**src/dfcd_pkg.sv**
```systemverilog
`timescale 1ns / 1ps
`default_nettype none
// ----------------------------------------------------------------------------
// dfcd_pkg: shared types and constants of the command deframer
// Event codes, parse phase codes, register indexes and the result record.
// ----------------------------------------------------------------------------
package dfcd_pkg;

	localparam logic [7:0] SYNC_FIRST_RST     = 8'hCC;
	localparam logic [7:0] SYNC_SECOND_RST    = 8'h44;
	localparam logic [7:0] NAME_SEPARATOR_RST = 8'h3A;

	localparam logic [7:0] CH_AT      = 8'h40;
	localparam logic [7:0] CH_GT      = 8'h3E;
	localparam logic [7:0] CH_LT      = 8'h3C;
	localparam logic [7:0] CH_EQ      = 8'h3D;
	localparam logic [7:0] CH_NEWLINE = 8'h0A;

	localparam logic [1:0] CFG_SYNC_FIRST     = 2'd0;
	localparam logic [1:0] CFG_SYNC_SECOND    = 2'd1;
	localparam logic [1:0] CFG_NAME_SEPARATOR = 2'd2;

	localparam logic [2:0] EV_DROP     = 3'd0;
	localparam logic [2:0] EV_START    = 3'd1;
	localparam logic [2:0] EV_HEADER   = 3'd2;
	localparam logic [2:0] EV_PAYLOAD  = 3'd3;
	localparam logic [2:0] EV_MOD_CHAR = 3'd4;
	localparam logic [2:0] EV_CMD_CHAR = 3'd5;
	localparam logic [2:0] EV_DATA     = 3'd6;
	localparam logic [2:0] EV_SEP      = 3'd7;

	localparam logic [1:0] REQ_SET      = 2'd0;
	localparam logic [1:0] REQ_GET      = 2'd1;
	localparam logic [1:0] REQ_RESPONSE = 2'd2;
	localparam logic [1:0] REQ_NONE     = 2'd3;

	localparam logic [3:0] PH_HUNT  = 4'd0;
	localparam logic [3:0] PH_SYNC2 = 4'd1;
	localparam logic [3:0] PH_MARK  = 4'd2;
	localparam logic [3:0] PH_TMOD  = 4'd3;
	localparam logic [3:0] PH_TCMD  = 4'd4;
	localparam logic [3:0] PH_TDATA = 4'd5;
	localparam logic [3:0] PH_BMOD  = 4'd6;
	localparam logic [3:0] PH_BCMD  = 4'd7;
	localparam logic [3:0] PH_BSTAT = 4'd8;
	localparam logic [3:0] PH_BSZH  = 4'd9;
	localparam logic [3:0] PH_BSZL  = 4'd10;
	localparam logic [3:0] PH_BCKH  = 4'd11;
	localparam logic [3:0] PH_BCKL  = 4'd12;
	localparam logic [3:0] PH_BPAY  = 4'd13;

	typedef struct packed {
		logic [2:0]  event_kind;
		logic [7:0]  byte_value;
		logic [15:0] position;
		logic [7:0]  module_id;
		logic [7:0]  command_id;
		logic [7:0]  status_byte;
		logic [15:0] payload_size;
		logic [15:0] check_word;
		logic [1:0]  request_kind;
		logic        is_binary;
		logic        frame_end;
	} result_t;

	function automatic logic [15:0] sat_inc(input logic [15:0] v);
		sat_inc = (v == 16'hFFFF) ? v : v + 16'd1;
	endfunction

endpackage
`default_nettype wire

```
**src/dfcd_if.sv**
```systemverilog
`timescale 1ns / 1ps
`default_nettype none
// ----------------------------------------------------------------------------
// dfcd_if: valid/ready channels of the command deframer
// Byte request channel and result channel, each with source and sink views.
// ----------------------------------------------------------------------------
interface dfcd_byte_if;
	logic       valid;
	logic       ready;
	logic [7:0] rx_byte;

	modport source (output valid, output rx_byte, input ready);
	modport sink (input valid, input rx_byte, output ready);
endinterface

interface dfcd_result_if;
	logic        valid;
	logic        ready;
	logic [2:0]  event_kind;
	logic [7:0]  byte_value;
	logic [15:0] position;
	logic [7:0]  module_id;
	logic [7:0]  command_id;
	logic [7:0]  status_byte;
	logic [15:0] payload_size;
	logic [15:0] check_word;
	logic [1:0]  request_kind;
	logic        is_binary;
	logic        frame_end;

	modport source (output valid, output event_kind, output byte_value, output position,
		output module_id, output command_id, output status_byte, output payload_size,
		output check_word, output request_kind, output is_binary, output frame_end,
		input ready);
	modport sink (input valid, input event_kind, input byte_value, input position,
		input module_id, input command_id, input status_byte, input payload_size,
		input check_word, input request_kind, input is_binary, input frame_end,
		output ready);
endinterface
`default_nettype wire

```
**src/dual_format_command_deframer.sv**
```systemverilog
`timescale 1ns / 1ps
`default_nettype none
// ----------------------------------------------------------------------------
// dual_format_command_deframer: binary and text command frame parser
// Classifies each received byte of a binary or a text command frame.
//
// byte_stream carries one received byte per request. events returns one
// result per byte: its event kind, position in field, the binary header
// registers, the text request kind and a frame end flag.
// The parse state is updated in the cycle a byte is accepted; the result
// sits in an output register and is offered in the next cycle.
// Throughput is one byte per cycle while the receiver takes results, set by
// the single phase register update. A new byte is accepted while the
// output register is empty or is being emptied in the same cycle, so a
// stalled receiver holds the result and stops intake after one byte.
// cfg_wen/cfg_index/cfg_data write sync_first (0), sync_second (1) and
// name_separator (2); write them only while the block is idle.
// arst_n clears the parse state to hunting, the registers to their reset
// values and drops any pending result.
// ----------------------------------------------------------------------------
module dual_format_command_deframer (
	input  wire              clk,
	input  wire              arst_n,
	input  wire              cfg_wen,
	input  wire [1:0]        cfg_index,
	input  wire [7:0]        cfg_data,
	dfcd_byte_if.sink        byte_stream,
	dfcd_result_if.source    events
);
	import dfcd_pkg::*;

	logic [7:0]  sync_first_q, sync_second_q, name_sep_q;
	logic [3:0]  phase_q, phase_d;
	logic        binary_q, binary_d;
	logic        started_q, started_d;
	logic [7:0]  module_q, module_d;
	logic [7:0]  command_q, command_d;
	logic [7:0]  status_q, status_d;
	logic [15:0] size_q, size_d;
	logic [15:0] check_q, check_d;
	logic [15:0] left_q, left_d;
	logic [15:0] index_q, index_d;
	logic [1:0]  request_q, request_d;

	logic        out_valid_q;
	result_t     result_q, result_d;
	logic        accept;

	logic [7:0]  b;
	logic [2:0]  kind;
	logic [15:0] pos;
	logic        fend;
	logic        do_hunt, do_text;
	logic [7:0]  t_endc;
	logic [2:0]  t_kind;
	logic [3:0]  t_next;

	assign b = byte_stream.rx_byte;
	assign byte_stream.ready = !out_valid_q || events.ready;
	assign accept = byte_stream.valid && byte_stream.ready;

	always_comb begin
		phase_d   = phase_q;
		binary_d  = binary_q;
		started_d = started_q;
		module_d  = module_q;
		command_d = command_q;
		status_d  = status_q;
		size_d    = size_q;
		check_d   = check_q;
		left_d    = left_q;
		index_d   = index_q;
		request_d = request_q;
		kind      = EV_DROP;
		pos       = 16'd0;
		fend      = 1'b0;
		do_hunt   = 1'b0;
		do_text   = 1'b0;
		t_endc    = name_sep_q;
		t_kind    = EV_MOD_CHAR;
		t_next    = PH_TCMD;

		case (phase_q)
			PH_SYNC2: begin
				if (b == sync_second_q) begin
					binary_d  = 1'b1;
					request_d = REQ_NONE;
					module_d  = 8'd0;
					command_d = 8'd0;
					status_d  = 8'd0;
					size_d    = 16'd0;
					check_d   = 16'd0;
					left_d    = 16'd0;
					index_d   = 16'd0;
					phase_d   = PH_BMOD;
					kind      = EV_START;
					pos       = 16'd1;
				end else begin
					do_hunt = 1'b1;
				end
			end
			PH_MARK: begin
				if (b == CH_GT || b == CH_LT || b == CH_EQ) begin
					request_d = (b == CH_GT) ? REQ_SET :
						(b == CH_LT) ? REQ_GET : REQ_RESPONSE;
					kind    = EV_START;
					pos     = 16'd1;
					phase_d = PH_TMOD;
				end else begin
					phase_d = PH_TMOD;
					do_text = 1'b1;
				end
			end
			PH_TMOD: begin
				do_text = 1'b1;
			end
			PH_TCMD: begin
				do_text = 1'b1;
				t_kind  = EV_CMD_CHAR;
				t_next  = PH_TDATA;
			end
			PH_TDATA: begin
				do_text = 1'b1;
				t_endc  = CH_NEWLINE;
				t_kind  = EV_DATA;
				t_next  = PH_HUNT;
			end
			PH_BMOD: begin
				module_d = b;
				kind     = EV_HEADER;
				pos      = 16'd0;
				phase_d  = PH_BCMD;
			end
			PH_BCMD: begin
				command_d = b;
				kind      = EV_HEADER;
				pos       = 16'd1;
				phase_d   = PH_BSTAT;
			end
			PH_BSTAT: begin
				status_d = b;
				kind     = EV_HEADER;
				pos      = 16'd2;
				phase_d  = PH_BSZH;
			end
			PH_BSZH: begin
				size_d  = {b, 8'd0};
				kind    = EV_HEADER;
				pos     = 16'd3;
				phase_d = PH_BSZL;
			end
			PH_BSZL: begin
				size_d  = {size_q[15:8], b};
				left_d  = {size_q[15:8], b};
				kind    = EV_HEADER;
				pos     = 16'd4;
				phase_d = PH_BCKH;
			end
			PH_BCKH: begin
				check_d = {b, 8'd0};
				kind    = EV_HEADER;
				pos     = 16'd5;
				phase_d = PH_BCKL;
			end
			PH_BCKL: begin
				check_d = {check_q[15:8], b};
				kind    = EV_HEADER;
				pos     = 16'd6;
				index_d = 16'd0;
				if (left_q == 16'd0) begin
					phase_d = PH_HUNT;
					fend    = 1'b1;
				end else begin
					phase_d = PH_BPAY;
				end
			end
			PH_BPAY: begin
				kind    = EV_PAYLOAD;
				pos     = index_q;
				index_d = sat_inc(index_q);
				if (left_q != 16'd0) begin
					left_d = left_q - 16'd1;
				end
				if (left_q == 16'd0 || left_q == 16'd1) begin
					phase_d = PH_HUNT;
					fend    = 1'b1;
				end
			end
			default: begin
				do_hunt = 1'b1;
			end
		endcase

		if (do_hunt) begin
			pos = 16'd0;
			if (b == sync_first_q) begin
				phase_d = PH_SYNC2;
				kind    = EV_START;
			end else if (b == CH_AT) begin
				binary_d  = 1'b0;
				request_d = REQ_NONE;
				started_d = 1'b0;
				index_d   = 16'd0;
				phase_d   = PH_MARK;
				kind      = EV_START;
			end else begin
				phase_d = PH_HUNT;
				kind    = EV_DROP;
			end
		end

		if (do_text) begin
			pos = index_q;
			if (started_q && b == t_endc) begin
				kind      = EV_SEP;
				started_d = 1'b0;
				index_d   = 16'd0;
				phase_d   = t_next;
				fend      = (t_next == PH_HUNT);
			end else begin
				kind      = t_kind;
				index_d   = sat_inc(index_q);
				started_d = 1'b1;
			end
		end

		result_d.event_kind   = kind;
		result_d.byte_value   = b;
		result_d.position     = pos;
		result_d.module_id    = module_d;
		result_d.command_id   = command_d;
		result_d.status_byte  = status_d;
		result_d.payload_size = size_d;
		result_d.check_word   = check_d;
		result_d.request_kind = request_d;
		result_d.is_binary    = binary_d;
		result_d.frame_end    = fend;
	end

	always_ff @(posedge clk or negedge arst_n) begin
		if (!arst_n) begin
			sync_first_q  <= SYNC_FIRST_RST;
			sync_second_q <= SYNC_SECOND_RST;
			name_sep_q    <= NAME_SEPARATOR_RST;
		end else if (cfg_wen) begin
			case (cfg_index)
				CFG_SYNC_FIRST:     sync_first_q  <= cfg_data;
				CFG_SYNC_SECOND:    sync_second_q <= cfg_data;
				CFG_NAME_SEPARATOR: name_sep_q    <= cfg_data;
				default: ;
			endcase
		end
	end

	always_ff @(posedge clk or negedge arst_n) begin
		if (!arst_n) begin
			phase_q   <= PH_HUNT;
			binary_q  <= 1'b1;
			started_q <= 1'b0;
			module_q  <= 8'd0;
			command_q <= 8'd0;
			status_q  <= 8'd0;
			size_q    <= 16'd0;
			check_q   <= 16'd0;
			left_q    <= 16'd0;
			index_q   <= 16'd0;
			request_q <= REQ_NONE;
		end else if (accept) begin
			phase_q   <= phase_d;
			binary_q  <= binary_d;
			started_q <= started_d;
			module_q  <= module_d;
			command_q <= command_d;
			status_q  <= status_d;
			size_q    <= size_d;
			check_q   <= check_d;
			left_q    <= left_d;
			index_q   <= index_d;
			request_q <= request_d;
		end
	end

	always_ff @(posedge clk or negedge arst_n) begin
		if (!arst_n) begin
			out_valid_q <= 1'b0;
		end else if (byte_stream.ready) begin
			out_valid_q <= byte_stream.valid;
		end
	end

	always_ff @(posedge clk) begin
		if (accept) begin
			result_q <= result_d;
		end
	end

	assign events.valid        = out_valid_q;
	assign events.event_kind   = result_q.event_kind;
	assign events.byte_value   = result_q.byte_value;
	assign events.position     = result_q.position;
	assign events.module_id    = result_q.module_id;
	assign events.command_id   = result_q.command_id;
	assign events.status_byte  = result_q.status_byte;
	assign events.payload_size = result_q.payload_size;
	assign events.check_word   = result_q.check_word;
	assign events.request_kind = result_q.request_kind;
	assign events.is_binary    = result_q.is_binary;
	assign events.frame_end    = result_q.frame_end;

endmodule
`default_nettype wire

```
**src/flat_wrapper.sv**
```systemverilog
// flat-port wrapper written by rule: the top's interface ports become plain ports
module dual_format_command_deframer_flat import dfcd_pkg::*;
  (clk, arst_n, cfg_wen, cfg_index, cfg_data, byte_stream_valid, byte_stream_rx_byte, byte_stream_ready, events_valid, events_event_kind, events_byte_value, events_position, events_module_id, events_command_id, events_status_byte, events_payload_size, events_check_word, events_request_kind, events_is_binary, events_frame_end, events_ready);
  dfcd_byte_if byte_stream_i ();
  dfcd_result_if events_i ();
  input  wire clk;
  input  wire arst_n;
  input  wire cfg_wen;
  input  wire [1:0] cfg_index;
  input  wire [7:0] cfg_data;
  input wire logic [$bits(byte_stream_i.valid)-1:0] byte_stream_valid;
  input wire logic [$bits(byte_stream_i.rx_byte)-1:0] byte_stream_rx_byte;
  output wire logic [$bits(byte_stream_i.ready)-1:0] byte_stream_ready;
  output wire logic [$bits(events_i.valid)-1:0] events_valid;
  output wire logic [$bits(events_i.event_kind)-1:0] events_event_kind;
  output wire logic [$bits(events_i.byte_value)-1:0] events_byte_value;
  output wire logic [$bits(events_i.position)-1:0] events_position;
  output wire logic [$bits(events_i.module_id)-1:0] events_module_id;
  output wire logic [$bits(events_i.command_id)-1:0] events_command_id;
  output wire logic [$bits(events_i.status_byte)-1:0] events_status_byte;
  output wire logic [$bits(events_i.payload_size)-1:0] events_payload_size;
  output wire logic [$bits(events_i.check_word)-1:0] events_check_word;
  output wire logic [$bits(events_i.request_kind)-1:0] events_request_kind;
  output wire logic [$bits(events_i.is_binary)-1:0] events_is_binary;
  output wire logic [$bits(events_i.frame_end)-1:0] events_frame_end;
  input wire logic [$bits(events_i.ready)-1:0] events_ready;
  assign byte_stream_i.valid = byte_stream_valid;
  assign byte_stream_i.rx_byte = byte_stream_rx_byte;
  assign byte_stream_ready = byte_stream_i.ready;
  assign events_valid = events_i.valid;
  assign events_event_kind = events_i.event_kind;
  assign events_byte_value = events_i.byte_value;
  assign events_position = events_i.position;
  assign events_module_id = events_i.module_id;
  assign events_command_id = events_i.command_id;
  assign events_status_byte = events_i.status_byte;
  assign events_payload_size = events_i.payload_size;
  assign events_check_word = events_i.check_word;
  assign events_request_kind = events_i.request_kind;
  assign events_is_binary = events_i.is_binary;
  assign events_frame_end = events_i.frame_end;
  assign events_i.ready = events_ready;
  dual_format_command_deframer u_core (.clk(clk), .arst_n(arst_n), .cfg_wen(cfg_wen), .cfg_index(cfg_index), .cfg_data(cfg_data), .byte_stream(byte_stream_i), .events(events_i));
endmodule
```
**config.mk**
```make
export PLATFORM = sky130hd
export DESIGN_NAME = dual_format_command_deframer_flat
export DESIGN_NICKNAME = d
export VERILOG_FILES = /design/src/dfcd_pkg.sv /design/src/dfcd_if.sv /design/src/dual_format_command_deframer.sv /design/src/flat_wrapper.sv
export SDC_FILE = /design/constraint.sdc
export NUM_CORES = 1
export LEC_CHECK = 0
export ABC_AREA = 1
export BUFFER_PORTS_ARGS = -buffer_cell sky130_fd_sc_hd__buf_4
export CORE_ASPECT_RATIO = 0.5
export CORE_MARGIN = 5
export CORE_UTILIZATION = 31
export CTS_CLUSTER_DIAMETER = 150
export DETAILED_ROUTE_END_ITERATION = 10
export PLACE_DENSITY_LB_ADDON = 0.2
export SYNTH_ARGS = -nofsm -noshare
export SYNTH_HDL_FRONTEND = slang
export SYNTH_SLANG_ARGS = --single-unit
```
**constraint.sdc**
```tcl
create_clock -name clk -period 6.01 [get_ports clk]
set_input_delay 1.202 -clock clk [delete_from_list [all_inputs] [get_ports clk]]
set_output_delay 1.202 -clock clk [all_outputs]
set_load 0.1 [all_outputs]
```
# Word level (Yosys, flattened, before mapping)
# Cells that the tools add are included.
# totals
reg_bits	208
latch_bits	0
ramBits	0
romBits	0
inputBits	23
output_inout_bits	89
elab_cells	150
n_memories	0
# op_classes
n_addsub	2
mul	0
div	0
n_lt_le_gt_ge	0
eq_ne	27
shifts	0
n_mux	73
n_bitwise	0
n_reduce_logical	22
# op_table
cell	count
2-to-1 mux 16 bit	13
case mux 16 bit (3 select lines)	4
case mux 16 bit (9 select lines)	1
case mux 8 bit (2 select lines)	3
case mux 4 bit (10 select lines)	1
2-to-1 mux 8 bit	4
2-to-1 mux 4 bit	7
equality test 4 bit (second input constant)	6
equality test 8 x 6 -> 1 bit (second input constant)	3
equality test 8 bit	3
2-to-1 mux 1 bit	21
2-to-1 mux 2 bit	9
adder 16 x 1 -> 16 bit (second input constant)	1
equality test 16 x 1 -> 1 bit (second input constant)	1
equality test 16 bit (second input constant)	1
equality test 4 x 3 -> 1 bit (second input constant)	4
logical NOT 16 bit	1
nonzero test 16 bit	1
subtractor 16 x 1 -> 16 bit (second input constant)	1
case mux 3 bit (4 select lines)	1
OR reduction 12 bit	1
2-to-1 mux 3 bit	3
equality test 4 x 2 -> 1 bit (second input constant)	2
equality test 8 x 7 -> 1 bit (second input constant)	1
18 further kinds	31

# Depth between registers and ports, before layout
# Gate-level depths: netlist of the first run.
# depth
word_depth	8
mapped_depth	16
ltp_nobuf	14

# Worst setup path after synthesis of the first run
# OpenSTA, ideal clock, no wires.
# synth_path
path_type	input -> register
start	input events_ready
end	register u_core.result_q (netlist bit u_core.events.byte_value[0]) (enable)
setup_ps	485
t_arrival_ps	5176
required_time_ps	5525
slack_ps	348
cell_stages	6
path_buffers	2
path_cell_list	inv_1 -> nand2_1 -> nand2_1 -> inv_1 -> clkbuf_1 -> clkbuf_1
# synth_via
elab_chain_len	2
# synth_rtl
item	line	source
from (decl)	flat_wrapper.sv:26	input wire logic [$bits(events_i.ready)-1:0] events_ready;
logical OR 1 bit	dual_format_command_deframer.sv:59	assign byte_stream.ready = !out_valid_q || events.ready;
net byte_stream_ready	flat_wrapper.sv:13	output wire logic [$bits(byte_stream_i.ready)-1:0] byte_stream_ready;
logical AND 1 bit	dual_format_command_deframer.sv:60	assign accept = byte_stream.valid && byte_stream.ready;
net u_core.accept	dual_format_command_deframer.sv:47	logic accept;
to (signal assigned)	dual_format_command_deframer.sv:293	result_q <= result_d;
to (decl)	dual_format_command_deframer.sv:46	result_t result_q, result_d;
# The timed path passes the listed nets, and every way through them passes these cells.
# A chain may end at the register's enable or synchronous reset.

# Worst setup path after layout of the first run
# layout_path
start	input byte_stream_rx_byte[4]
end	register u_core.result_q (netlist bit u_core.events.position[1]), data pin
# layout_via
elab_chain_len	6
elab_cells_between_ends	12
cone_classes	4 x eq/ne; 6 x mux; 2 x reduce/logical
# layout_rtl
item	line	source
from (decl)	flat_wrapper.sv:12	input wire logic [$bits(byte_stream_i.rx_byte)-1:0] byte_stream_rx_byte;
equality test 8 x 6 -> 1 bit	dual_format_command_deframer.sv:103	if (b == CH_GT || b == CH_LT || b == CH_EQ) begin
logical OR 1 bit (2 in a row)	dual_format_command_deframer.sv:103	
2-to-1 mux 1 bit	dual_format_command_deframer.sv:103	
case mux 1 bit (2 select lines)	dual_format_command_deframer.sv:83	case (phase_q)
2-to-1 mux 16 bit *	dual_format_command_deframer.sv:212	if (do_text) begin
net u_core.pos[1]	dual_format_command_deframer.sv:51	logic [15:0] pos;
# Mark *: on every way through the listed nets, which the timed path passes. The rest lies on a longest branch.

==> results.py, run 1 <==
metrics = {
    "die": {
        "die_h_um": 138,
        "coreArea_um2": 32800,
        "fp-row-count": 47,
        "io_pins": 112,
        "initial_core_util": 0.312,
        "fp.dieArea_um2": 36900,
        "die_width_um": 267,
    },
    "synth": {
        "netlist_instances": 1214,
        "yosysTopAreaCell": "dfrtp_1",
        "yosys_warnings": 0,
        "synth_cell_types": 41,
        "synthTopCellsByArea": "dfrtp_1 26%, edfxtp_1 26%, nand2_1 14%, o21ai_0 5.3%, inv_1 4.6%",
        "ys_ff_latch": 208,
        "syn_area_um2": 10200,
        "synth_seq_area_share": 0.553,
        "yosysTopAreaCellShare": 0.264,
        "syn-num-nets": 1241,
        "synth_area_per_cell_um2": 8.42,
    },
    "grt": {
        "grtUsageTotal": 0.143,
        "grt_pass1_wl_mm": 43.8,
        "antenna_found_initial": 0,
        "grt_overflow": 0,
        "grt_max_degree": 191,
        "first_global_vias": 8092,
    },
    "place": {
        "gp_congestion": 0.884,
        "hpwl_mm": 18.3,
        "io_buffers": 111,
        "dp.cells": 1722,
    },
    "route": {
        "postRouteAntennaNets": 0,
        "totalWireLength_mm": 27.2,
        "via_per_inst": 4.78,
        "wire_per_inst_um": 15.4,
        "vias": 8432,
        "first_pass_iters": 7,
        "drtIter0Drc": 798,
        "drc": 0,
    },
    "sta": {
        "fmax_mhz": 299,
        "min_period_over_period": 0.557,
        "relSlewSlack": 0.312,
        "finalSetupTns_ns": 0,
        "hold_viol": 0,
        "slew_viol_final": 0,
        "rsz0062_at_grt": "no",
        "fin_crit_ns": 3.35,
        "finalSetupViolations": 0,
        "skew_ns": 0.00827,
        "worst-slew-pin-transition_ns": 1.03,
    },
    "worst_setup_path": {
        "path_cells": "buf_4 -> clkinv_1 -> nor2_1 -> nand4_1 -> nand2_1 -> nand2_2 -> nor2_1 -> o21ai_0",
        "path_buf_inv": 2,
        "criticalPathCategory": "input port to flop",
        "r2r_setup_slack_ns": 3.22,
        "cp_top_family": "simple AND/OR/NAND/NOR gates",
        "crit_required_ns": 6.23,
        "crit_path_max_fanout": 28,
        "cp-end-kind": "flop",
        "crit_arrival_ns": 3.57,
        "cp_slowest_cell": "nor2_1",
        "crit_path_start_kind": "input port",
        "max_stage_delay_ns": 0.92,
        "path_common_cell": "nor2_1",
    },
    "cts": {
        "cts_buffers": 23,
        "ctsHoldBuffers": 0,
        "cts_sinks": 208,
        "cts_tree": "built",
        "cts_setup_buffers": 0,
        "insertion_delay_ns": 0.51,
        "clk_pin_slew_ns": 0.06,
        "cts_buffer_depth": 3,
        "cts-root-buf": "clkbuf_16",
        "htree_levels": 1,
        "cts_resized": 0,
    },
    "run": {
        "maxCapViolCount": 0,
    },
    "power_and_ir_drop": {
        "p_clk_frac": 0.227,
        "p_switching_uw": 2560,
        "powerDensity_nw_per_um2": 477,
        "seqPwrFrac": 0.368,
        "p_int_uw": 3230,
        "irDropWorstVdd_mv": 0.233,
        "p_leak_uw": 0.00563,
        "power.total_uw": 5790,
        "combPwrFrac": 0.406,
        "switching_share": 0.443,
    },
    "layout": {
        "drive_gt1_frac": 0.147,
        "final_cell_mix": "393 x nand2_1, 124 x inv_1, 116 x buf_4",
        "final_cells": 1764,
        "final_nets": 1333,
        "area_growth_pct": 18.7,
        "mostFrequentLayoutCell": "nand2_1",
        "diodes": 0,
    },
    "min_path": {
        "hp-class": "flop to flop",
    },
    "status": {
        "status": "completed",
    },
}
==> worst min-delay path, stage by stage, from the launching register on <==
cell and delay [ns]:
dfstp_2 0.37, nand2_1 0.05, nand2_1 0.05
==> cells in the mapped netlist <==
| master | instances |
|---|---|
| a22oi_1 | 2 |
| buf_2 | 9 |
| o21ai_0 | 109 |
| xnor2_1 | 10 |
| nand4_1 | 15 |
| o21ai_1 | 2 |
| nor4_1 | 2 |
| dfrtp_1 | 108 |
| xor2_1 | 13 |
| nand2_2 | 3 |
| o21ai_2 | 1 |
| nand3b_1 | 4 |
| inv_2 | 6 |
| nor2_4 | 4 |
| nand2_4 | 3 |
| nor3_1 | 11 |
| a21oi_1 | 32 |
| inv_1 | 125 |
| clkinv_1 | 4 |
| nand2_1 | 394 |
| nor2_2 | 2 |
| ha_1 | 4 |
| buf_4 | 3 |
| nand3_1 | 56 |
| nor2_1 | 87 |
| o21bai_1 | 3 |
| a211oi_1 | 1 |
| o2111ai_1 | 2 |
| edfxtp_1 | 87 |
| clkbuf_2 | 1 |
| buf_1 | 7 |
| clkbuf_1 | 27 |
| a32oi_1 | 2 |
| a31oi_1 | 6 |
| o22ai_1 | 40 |
| buf_6 | 3 |
| or2_2 | 10 |
| dfstp_2 | 13 |
| o21a_1 | 1 |
| o211ai_1 | 1 |
| nand3_4 | 1 |
==> per-stage QoR <==
stage | utilization | worst slack [ns] | instance area, µm² | hold slack (ns)
finish | 0.370 | 2.66 | 12100 | 0.473
CTS | 0.370 | 2.69 | 12100 | 0.472
global route | 0.370 | 2.33 | 12100 | 0.497
floorplan | - | 0.348 | 10200 | 0.446
detailed placement | 0.349 | 2.14 | 11400 | 0.460
global placement | 0.349 | 2.19 | 11400 | 0.461
==> layout make-up <==
class	count	area (µm²)
Clock buffer	28	594
Clock inverter	14	95.1
Fill cell	3373	20700
Inverter	135	512
Multi-Input combinational cell	821	3830
Sequential cell	208	5660
Tap cell	441	552
Timing Repair Buffer	117	891
==> power groups by stage <==
stage	logic (µW)	registers (µW)	clock network, µW
5_1_grt	2570	2170	1410
2_1_floorplan	1120	2850	0
4_1_cts	2360	2130	1350
3_3_place_gp	2330	2150	0
3_5_place_dp	2350	2150	0
6_report	2350	2130	1310
==> logic make-up after synthesis <==
kind of cell	share of synthesized area
compound gates	0.108
xor+xnor	0.0197
fa+ha+maj	0.00490
buf+inv	0.0725
flops	0.553
simple gates	0.241
==> layer usage <==
layer	global-route usage	share of wire	wire length, µm
met4	0.0318	0.018	498
met3	0.0224	0.043	1170
met1	0.210	0.49	13300
met2	0.225	0.45	12200
met5	0	0	0
==> worst paths after layout <==
path                                                  from                                   to  cells past startpoint
setup / recovery                    byte_stream_rx_byte[4]  u_core.events.position[1]$_DFFE_PP_                      8
min in group asynchronous                           arst_n       u_core.module_q[2]$_DFFE_PN0P_                      1
hold reg to reg            u_core.request_q[1]$_DFFE_PN1P_      u_core.request_q[1]$_DFFE_PN1P_                      2
setup reg to reg             u_core.phase_q[1]$_DFFE_PN0P_  u_core.events.position[1]$_DFFE_PP_                      8
hold / removal             u_core.request_q[1]$_DFFE_PN1P_      u_core.request_q[1]$_DFFE_PN1P_                      2
max in group asynchronous                           arst_n         u_core.size_q[2]$_DFFE_PN0P_                      2
==> state kept, by name, summed over array words and instances (netlist names), 8 cells and up <==
signal / cells
u_core.check_q: 16
u_core.command_q: 8
u_core.events.byte_value: 8
u_core.events.check_word: 16
u_core.events.command_id: 8
u_core.events.module_id: 8
u_core.events.payload_size: 16
u_core.events.position: 16
u_core.events.status_byte: 8
u_core.index_q: 16
u_core.left_q: 16
u_core.module_q: 8
u_core.name_sep_q: 8
u_core.size_q: 16
u_core.status_q: 8
u_core.sync_first_q: 8
u_core.sync_second_q: 8
Note: power is estimated with default switching activity, not from simulation.
==> inputs of run 2 (changes only) <==
ABC_AREA = 0   (was 1)
clock period = 2.9 ns   (was 6.01 ns; I/O delays follow)
==> run 2 against run 1 <==
Effect of this change:
- via count shrank 2.3%
- largest cell class unchanged
- final area grew 3.2%
- non-clock buffer count is 41 higher
- total power up 51%
- final cell count decreased by 12%
- clock skew rose by 0.0053 ns
- synthesized cell count decreased by 19%
- first-iteration DRC count down 5.4%
- highest routed layer unchanged
- critical path type is now flop to flop
- die area up 0.30%
==> results.py, run 2 <==
metrics = {
    "synth": {
        "syn-num-nets": 1011,
        "synthTopCellsByCount": "174 x nand2_1, 108 x dfrtp_1, 87 x edfxtp_1",
        "synth.most_common_cell": "nand2_1",
        "synth_seq_area_share": 0.552,
        "yosysTopAreaCell": "dfrtp_1",
        "synthTopCellsByArea": "dfrtp_1 26%, edfxtp_1 25%, nand2_1 6.4%, a22o_1 4.3%, dfstp_2 3.3%",
        "syn_area_um2": 10300,
        "netlist_instances": 984,
        "yosysTopAreaCellShare": 0.264,
        "ys_ff_latch": 208,
        "synth_cell_types": 82,
        "synth_edf_count": 87,
        "synth_ff_type": "dfrtp_1",
        "yosys_warnings": 0,
        "ys_async_sr_fraction": 0.582,
        "synth_area_per_cell_um2": 10.4,
    },
    "run": {
        "maxCapViolCount": 0,
    },
    "min_path": {
        "hp-class": "input port to async pin",
    },
    "grt": {
        "antenna_found_initial": 0,
        "grtUsageTotal": 0.157,
        "first_global_vias": 8026,
        "grt_max_degree": 50,
        "grt_overflow": 0,
        "grt_pass1_wl_mm": 47.4,
    },
    "power_and_ir_drop": {
        "p_leak_uw": 0.00510,
        "powerDensity_nw_per_um2": 697,
        "power.total_uw": 8730,
        "irDropWorstVdd_mv": 0.334,
    },
    "cts": {
        "cts_buffer_depth": 3,
        "cts_buffers": 22,
        "cts_setup_buffers": 0,
        "cts_resized": 0,
        "ctsHoldBuffers": 0,
        "clk_pin_slew_ns": 0.07,
        "cts_tree": "built",
        "cts_sinks": 208,
        "cts-root-buf": "clkbuf_16",
        "insertion_delay_ns": 0.52,
        "htree_levels": 1,
    },
    "layout": {
        "final_nets": 1126,
        "final_cell_mix": "173 x nand2_1, 154 x buf_4, 108 x dfrtp_1",
        "diodes": 0,
        "mostFrequentLayoutCell": "nand2_1",
        "drive_gt1_frac": 0.225,
        "area_growth_pct": 22.2,
    },
    "worst_setup_path": {
        "cp_slowest_cell": "dfrtp_1",
        "r2r_setup_slack_ns": 0.27,
        "max_stage_delay_ns": 0.47,
        "cp-end-kind": "flop",
        "path_cells": "ha_1 -> nand3_1 -> nor3_4 -> nand2_1 -> a22oi_1 -> nor2_1 -> a211o_1",
        "crit_path_max_fanout": 14,
        "crit_required_ns": 3.31,
        "criticalPathCategory": "flop to flop",
        "crit_path_start_kind": "flop",
        "crit_arrival_ns": 3.04,
    },
    "sta": {
        "fmax_mhz": 380,
        "rsz0062_at_grt": "no",
        "hold_viol": 0,
        "relSlewSlack": 0.254,
        "finalSetupViolations": 0,
        "slew_viol_final": 0,
        "skew_ns": 0.0136,
        "min_period_over_period": 0.908,
        "worst-slew-pin-transition_ns": 1.11,
        "fin_crit_ns": 2.63,
        "finalSetupTns_ns": 0,
    },
    "die": {
        "coreArea_um2": 32900,
        "die_width_um": 267,
        "fp.dieArea_um2": 37000,
        "fp-row-count": 47,
        "die_h_um": 139,
        "io_pins": 112,
        "initial_core_util": 0.312,
    },
    "place": {
        "gp_congestion": 0.820,
        "hpwl_mm": 20.1,
        "io_buffers": 111,
    },
    "route": {
        "vias": 8239,
        "top_layer": "met4",
        "via_per_inst": 5.29,
        "wl_met1_mm": 13.9,
        "totalWireLength_mm": 29.5,
        "first_pass_iters": 6,
        "met3_length_mm": 1.49,
        "postRouteAntennaNets": 0,
        "drtIter0Drc": 755,
        "drc": 0,
        "wl_met2_mm": 13.5,
        "wire_per_inst_um": 19.0,
    },
    "status": {
        "status": "completed",
    },
}
## run 2: cell count changes after synthesis, moves of 12 or more
cell      change
nand2_1     -220
inv_1       -112
a22o_1       +50
o21ai_0      -45
nor2_1       -42
nand3_1      -38
o21ai_1      +29
o22ai_1      -28
mux2_2       +24
nor2b_1      +19
a21oi_1      +17
clkbuf_1     +12
nand4_1      -12
## run 2: worst paths after layout
check,startpoint,endpoint,cells after the start
setup reg to reg,u_core.index_q[0]$_DFFE_PN0P_,u_core.index_q[0]$_DFFE_PN0P_,7
max in group asynchronous,arst_n,u_core.module_q[1]$_DFFE_PN0P_,3
hold reg to reg,u_core.command_q[0]$_DFFE_PN0P_,u_core.command_q[0]$_DFFE_PN0P_,2
hold / removal,arst_n,u_core.index_q[11]$_DFFE_PN0P_,1
min in group clk,byte_stream_valid,u_core.events.valid$_DFFE_PN0N_,2
setup / recovery,u_core.index_q[0]$_DFFE_PN0P_,u_core.index_q[0]$_DFFE_PN0P_,7
## run 2: area by class of cell
type                       instances  area [µm²]
timing repair buffer             158        1240
clock inverter                    12         214
clock buffer                      28         594
fill                            3189       20300
inverter                          14        55.1
tap                              441         552
sequential                       208        5660
multi-input combinational        695        4220
## run 2: cell families (layout without fill, tap and decap cells)
family,Yosys count,in the layout,synth area share
flops,208,208,0.552
compound gates,299,299,0.196
buf+inv,81,212,0.0379
fa+ha+maj,4,4,0.00488
xor+xnor,19,19,0.0177
simple gates,349,349,0.166
mux,24,24,0.0264
## run 2: through the flow
stage | cells | cell area [µm²] | util | hold slack [ns] | setup WS [ns]
3_5_place_dp | 1516 | 11700 | 0.357 | 0.462 | 0.226
4_1_cts | 1556 | 12500 | 0.381 | 0.0598 | 0.363
3_3_place_gp | 1516 | 11700 | 0.357 | 0.457 | 0.257
6_report | 1556 | 12500 | 0.381 | 0.0490 | 0.266
5_1_grt | 1556 | 12500 | 0.381 | 0.0819 | 0.136
2_1_floorplan | 984 | 10300 | - | 0.284 | 0.0892
## run 2: metal layers
layer  GRT usage  up-vias
met1       0.234     4106
met2       0.241      237
li1            -     3849
met3      0.0252       47
met5           0        -
met4      0.0363        0
## run 2: critical path, delay by kind of cell (launching register included)
kind / cells / cell delay [ns]
fa+ha+maj: 1 / 0.28
flops: 1 / 0.47
compound gates: 2 / 0.58
simple gates: 4 / 1.19
## run 2: power breakdown
part / internal (µW) / switching, µW / total (µW)
logic: 519 / 1280 / 1800
clock network: 1990 / 1210 / 3200
registers: 3450 / 280 / 3730
total: 5960 / 2770 / 8730
